`config.mk`:
```
export PLATFORM = sky130hd
export DESIGN_NAME = egf_cfg_regs
export DESIGN_NICKNAME = d
export VERILOG_FILES = /design/src/design/egf_pkg.sv /design/src/design/egf_cfg_regs.sv
export SDC_FILE = /design/constraint.sdc
export NUM_CORES = 1
export LEC_CHECK = 0
export ABC_AREA = 1
export BUFFER_PORTS_ARGS = -buffer_cell sky130_fd_sc_hd__buf_2
export CAP_MARGIN = 40
export CELL_PAD_IN_SITES_DETAIL_PLACEMENT = 0
export CELL_PAD_IN_SITES_GLOBAL_PLACEMENT = 2
export CORE_MARGIN = 2
export CORE_UTILIZATION = 22
export CTS_BUF_LIST = sky130_fd_sc_hd__clkbuf_8
export DETAILED_ROUTE_END_ITERATION = 8
export GPL_TIMING_DRIVEN = 0
export PLACE_DENSITY = 0.9
export SLEW_MARGIN = 25
export SYNTH_ARGS = -nofsm -noshare
export SYNTH_HDL_FRONTEND = slang
export SYNTH_SLANG_ARGS = --single-unit
export TNS_END_PERCENT = 1
```
`constraint.sdc`:
```
create_clock -name clk -period 0.95 [get_ports clk]
set_input_delay 0.19 -clock clk [delete_from_list [all_inputs] [get_ports clk]]
set_output_delay 0.19 -clock clk [all_outputs]
set_load 0.03 [all_outputs]
```
`src/design/egf_pkg.sv`:
```
// Package for the gray emboss filter: register map, field widths, config struct.
// No dependencies; used by egf_cfg_regs and emboss_gray_filter.
`default_nettype none
package egf_pkg;

    localparam int MAX_WIDTH_DEF  = 1024;
    localparam int MAX_HEIGHT_DEF = 4096;

    localparam int LEVEL_W  = 8;
    localparam int IWIDTH_W = 11;
    localparam int IHEIGHT_W = 13;
    localparam int CHAN_W   = 8;
    localparam int APB_AW   = 4;
    localparam int APB_DW   = 32;

    localparam logic [CHAN_W-1:0] GRAY_MAX = 8'd255;

    typedef enum logic [1:0] {
        REG_GRAY_LEVEL   = 2'd0,
        REG_IMAGE_WIDTH  = 2'd1,
        REG_IMAGE_HEIGHT = 2'd2
    } reg_idx_t;

    typedef struct packed {
        logic [LEVEL_W-1:0]   gray_level;
        logic [IWIDTH_W-1:0]  image_width;
        logic [IHEIGHT_W-1:0] image_height;
    } cfg_t;

endpackage
`default_nettype wire

```
`src/design/egf_cfg_regs.sv`:
```
// APB-style configuration registers of the gray emboss filter.
// Depends on egf_pkg (register indexes, cfg_t).
`default_nettype none
module egf_cfg_regs
(
    input  wire logic                        clk,
    input  wire logic                        rst_n,
    input  wire logic                        psel,
    input  wire logic                        penable,
    input  wire logic                        pwrite,
    input  wire logic [egf_pkg::APB_AW-1:0]  paddr,
    input  wire logic [egf_pkg::APB_DW-1:0]  pwdata,
    output logic      [egf_pkg::APB_DW-1:0]  prdata,
    output logic                             pready,
    output egf_pkg::cfg_t                    cfg
);

    egf_pkg::cfg_t     cfg_reg;
    egf_pkg::reg_idx_t reg_idx;
    logic              wr_en;

    assign pready  = 1'b1;
    assign reg_idx = egf_pkg::reg_idx_t'(paddr[3:2]);
    assign wr_en   = psel && penable && pwrite && pready;
    assign cfg     = cfg_reg;

    always_ff @(posedge clk or negedge rst_n)
    begin
        if (!rst_n)
        begin
            cfg_reg.gray_level   <= '0;
            cfg_reg.image_width  <= egf_pkg::IWIDTH_W'(2);
            cfg_reg.image_height <= egf_pkg::IHEIGHT_W'(2);
        end
        else if (wr_en)
        begin
            case (reg_idx)
                egf_pkg::REG_GRAY_LEVEL:
                    cfg_reg.gray_level <= pwdata[egf_pkg::LEVEL_W-1:0];
                egf_pkg::REG_IMAGE_WIDTH:
                    cfg_reg.image_width <= pwdata[egf_pkg::IWIDTH_W-1:0];
                egf_pkg::REG_IMAGE_HEIGHT:
                    cfg_reg.image_height <= pwdata[egf_pkg::IHEIGHT_W-1:0];
                default:
                    ;
            endcase
        end
    end

    always_comb
    begin
        case (reg_idx)
            egf_pkg::REG_GRAY_LEVEL:
                prdata = egf_pkg::APB_DW'(cfg_reg.gray_level);
            egf_pkg::REG_IMAGE_WIDTH:
                prdata = egf_pkg::APB_DW'(cfg_reg.image_width);
            egf_pkg::REG_IMAGE_HEIGHT:
                prdata = egf_pkg::APB_DW'(cfg_reg.image_height);
            default:
                prdata = '0;
        endcase
    end

endmodule
`default_nettype wire

```
Word-level counts from Yosys, hierarchy flattened
Index checks and enable logic that the tools add are counted.
{"block": "word_totals", "in_bits": 41, "out_inout_bits": 65, "reg_bits": 32, "word_cells": 12}
{"block": "classes", "n_mux": 1, "n_eq_ne": 2, "n_reduce_logical": 6}
{"op": "$pmux W13 S3", "count": 1}
{"op": "$reduce_and A2 Y1", "count": 3}
{"op": "$eq A2 B1 Y1 const B", "count": 1}
{"op": "$eq A2 B2 Y1 const B", "count": 1}
{"op": "$logic_and A1 B1 Y1", "count": 2}
{"op": "$logic_not A2 Y1", "count": 1}

Logic depth before layout (Yosys ltp)
{"block": "logic_depth", "ltp_word": 3, "mapped_depth": 7, "mapped_depth_nobuf": 6}

Worst setup path before layout
OpenSTA, ideal clock, no wires.
{"block": "synth_timing", "path_type": "flip-flop to output port", "startpoint": "register cfg_reg, in the netlist cfg[11]", "endpoint": "output prdata[11] (netlist bit)", "t_arrival_ps": 998, "n_path_buf": 0, "path_stages_with_launch": 3, "path_slack_ps": -238, "cell_sequence": "dfrtp_1 -> inv_1 -> nor2_1"}
{"block": "synth_via", "elab_chain_len": 1}
{"element": "from (decl)", "line_no": "egf_cfg_regs.sv:18", "rtl": "egf_pkg::cfg_t cfg_reg;"}
{"element": "$pmux W13 S3", "line_no": "egf_cfg_regs.sv:52", "rtl": "case (reg_idx)"}
{"element": "to (decl)", "line_no": "egf_cfg_regs.sv:13", "rtl": "output logic [egf_pkg::APB_DW-1:0] prdata,"}
Every way passes these cells.

Worst setup path in the final report
{"block": "layout_timing", "startpoint": "register cfg_reg, in the netlist cfg[1]", "endpoint": "output prdata[1] (netlist bit)"}
The elaborated chain is that of the path after synthesis.

==> parameters.txt <==
Parameter                              Value

Outcome
  Result of the run    finished with violations
  Failing checks    setup timing

Die
  Placeable core region    7250 µm²
  Horizontal die dimension    90.5 µm
  IO Pins    106
  Placement Rows    31
  Height of the chip    90.5 µm
  Effective utilization at floorplan    0.227
  Die Footprint    8190 µm²

Logic synthesis
  Number of distinct library cells after synthesis    15
  Post-synth design cell area    1650 µm²
  Portion of synthesized cell area occupied by the leading cell type    0.456
  Parity-gate share of the synthesized area counting xor and xnor cells    0
  Cell taking the most area after synthesis    sky130_fd_sc_hd__dfrtp_1
  Leading post-synthesis cells by cell area    sky130_fd_sc_hd__dfrtp_1, sky130_fd_sc_hd__nand2_1, sky130_fd_sc_hd__buf_4
  Synthesized-area fraction occupied by adder cells    0
  Post-synthesis mux area share    0
  Yosys reg bits    32
  Synthesized area divided by synthesized cell count    7.52 µm²
  Yosys warns    0
  Area fraction in and, or, nand and nor cells after synthesis    0.370
  Sequential-to-total area share from yosys stat    0.488
  Gate count after technology mapping    219
  Synthesized-area fraction occupied by ao, oa, aoi and oai cells    0
  Dominant combinational cell family by area after synthesis    simple AND/OR/NAND/NOR gates

Layout
  Antenna fix cells    0
  Final std cell area, no fill    2670 µm²
  Nets    352
  Final std cells w/o fill    411
  Layout filler cell count    785
  Most used cells in the layout excluding fill and tap cells    sky130_fd_sc_hd__nand2_1, sky130_fd_sc_hd__buf_6, sky130_fd_sc_hd__dfrtp_1, sky130_fd_sc_hd__buf_4, sky130_fd_sc_hd__conb_1
  Share of final-layout standard cells stronger than drive strength 1    0.426
  Area growth syn-to-layout    62.2%
  Most common cell after layout, fill and taps aside    sky130_fd_sc_hd__nand2_1
  Flip-flop count of the largest register, all copies and words added    32

Placed design
  Post-placement setup slack    -503 ps
  Placer congestion estimate    0.731
  I/O Buffers    64
  Total placed cells including tap cells    400
  HPWL reported at the end of detailed placement    3500 µm
  Area post-placement    2230 µm²

Global routing
  Aggregate global-route resource usage    0.122
  Number of antenna violations at the first check in global routing    0
  Layer with the highest usage after global routing    met2
  First-pass GRT wire length    7720 µm
  Met3 usage    0.0326
  Global-route track usage on met1    0.155
  Maximum number of pins on one net before global-route repair    33
  Via count of the first global-routing pass    1512
  Met2 Use GR    0.203
  Sum of overflow across all layers after global routing    0

Worst hold path
  Worst min-delay path category    in2reg
  Startpoint of the worst hold path    pwdata[11]
  Min-Delay Path Depth    3
  Worst min-delay path endpoint    cfg[11]

Timing
  Fin crit period    1280 ps
  Final-report setup violation count    45
  Skew final    0 ps
  Total Negative Setup Slacks    -5850 ps
  Maximum clock frequency    0.779 GHz
  Pins over their slew limit    0
  RSZ-0062 raised after global routing    true
  Final hold vios    0
  Final worst-path cycle share    1.35
  Crit path setup slack, layout    -333 ps

Critical path
  CP delay by family, top    flip-flops
  Largest incremental delay on the critical path    550 ps
  Worst reg2reg path depth    3
  R2r setup slk    140 ps
  Required time of the worst setup path    760 ps
  Crit-path slowest cell    sky130_fd_sc_hd__dfstp_2
  Kind of capture point of the worst setup path    output port
  Max FO, Critical Path    3
  Startpoint of the most critical register-to-register path    cfg[1]
  Crit-path cells    nand2_2 -> nand3_4 -> buf_6
  Data arrival, critical path    1090 ps
  Type of the worst setup path    reg2out
  Worst path buffer plus inverter count    1
  Type of element launching the critical path    flip-flop
  Terminus of the critical flop-to-flop path    cfg[1]

Clock network
  Library cell used as clock root buffer    sky130_fd_sc_hd__clkbuf_8
  Maximum count of clock buffers along a single path    2
  Clock sinks    32
  CTS H-tree depth    2
  Clock buffers created by TritonCTS    5
  TritonCTS clock tree    built
  Clock transition at the register clock pins on the worst setup and hold paths after CTS    70 ps
  Worst-Skew Late Latency    280 ps

Routing
  DR iter-0 viols    47
  Detailed-route wire length per cell    12.0 µm
  Number of remaining DRC errors    0
  Via Count    1605
  Number of optimization iterations in the first detailed-route pass    4
  Average via count per standard cell    3.91
  Post-route ant nets    0
  Detailed Route WL    4920 µm

Power
  Overall power after layout    5.29 mW
  Net switching power figure    2.12 mW
  Power density of the placed cells    1980 nW/µm²
  Internal power    3.17 mW
  Maximum vdd ir drop    789 µV
  Combinational group share of total power    0.428
  LEAKAGE    1.49 nW
  Clock network fraction of total power    0.205
  Net switching fraction of the power    0.400
  Seq pwr share    0.367

Run
  Number of max-cap violations    0
==> final cells by class <==
| class | instances | area, µm² | share of cell area |
|---|---|---|---|
| well taps | 99 | 124 | 0.0464 |
| clock inverters | 2 | 10.0 | 0.00375 |
| inverters | 7 | 28.8 | 0.0108 |
| plain buffers | 26 | 223 | 0.0834 |
| multi-input cells | 172 | 769 | 0.288 |
| repair buffers | 67 | 628 | 0.235 |
| clock buffers | 6 | 82.6 | 0.0309 |
| flip-flops and latches | 32 | 805 | 0.301 |
==> power by group through the flow <==
stage          Clock [mW]  Combinational [mW]  Sequential, mW
2_1_floorplan           0               0.718            2.44
3_3_place_gp            0                1.81            1.89
3_5_place_dp            0                1.82            1.90
4_1_cts              1.12                2.27            1.94
5_1_grt              1.17                2.41            1.98
6_report             1.09                2.26            1.94
==> Yosys cell counts <==
cell type and count:
sky130_fd_sc_hd__inv_1 2, sky130_fd_sc_hd__buf_2 1, sky130_fd_sc_hd__dfstp_2 2, sky130_fd_sc_hd__nand2_1 133, sky130_fd_sc_hd__buf_4 23, sky130_fd_sc_hd__nand3_1 8
sky130_fd_sc_hd__nor2_1 3, sky130_fd_sc_hd__nand3_2 1, sky130_fd_sc_hd__nor2_4 1, sky130_fd_sc_hd__nor2_2 3, sky130_fd_sc_hd__dfrtp_1 30, sky130_fd_sc_hd__nand2_2 3
sky130_fd_sc_hd__inv_2 5, sky130_fd_sc_hd__buf_6 2, sky130_fd_sc_hd__conb_1 2
==> worst max-delay path by stage <==
stage / slack [ps] / endpoint / depth (start not counted) / from
final: -330 / prdata[1] / 3 / cfg[1]
after global routing: -370 / prdata[1] / 3 / cfg[1]
after CTS: -350 / prdata[1] / 3 / cfg[1]
after detailed placement: -500 / prdata[1] / 5 / paddr[2]
after global placement: -500 / prdata[1] / 5 / paddr[2]
after floorplan: -80 / prdata[12] / 2 / cfg[12]
==> metrics by stage <==
step                      hold WS (ps)  utilization
after global placement             296        0.308
after global routing               117        0.368
final                              109        0.368
after floorplan                   -106            -
after detailed placement           303        0.308
after CTS                        -3.35        0.362
==> worst min-delay path: cells and delay by family <==
| family | cells | cell delay, ps |
|---|---|---|
| and+or+nand+nor | 2 | 90 |
| buffers and inverters | 1 | 70 |
==> timing repair <==
action | CTS | global route
setup buffers | 1 | 0
pin swaps | 2 | 6
resized for setup | 95 | 4
endpoints found under the setup margin | 53 | 45
endpoints found under the hold margin | 6 | 30
==> metal layers <==
metal  up-vias  share of wire
met5         -              0
met4         0         0.0063
met3         4          0.090
met2        63           0.48
met1       732           0.42
li1        806              -
==> logic make-up (layout without fill, tap and decap cells) <==
logic type,after synthesis,in the layout
and+or+nand+nor,152,152
buffers and inverters,33,108
DFF,32,32
other,2,20
(Power assumes the default switching activity.)
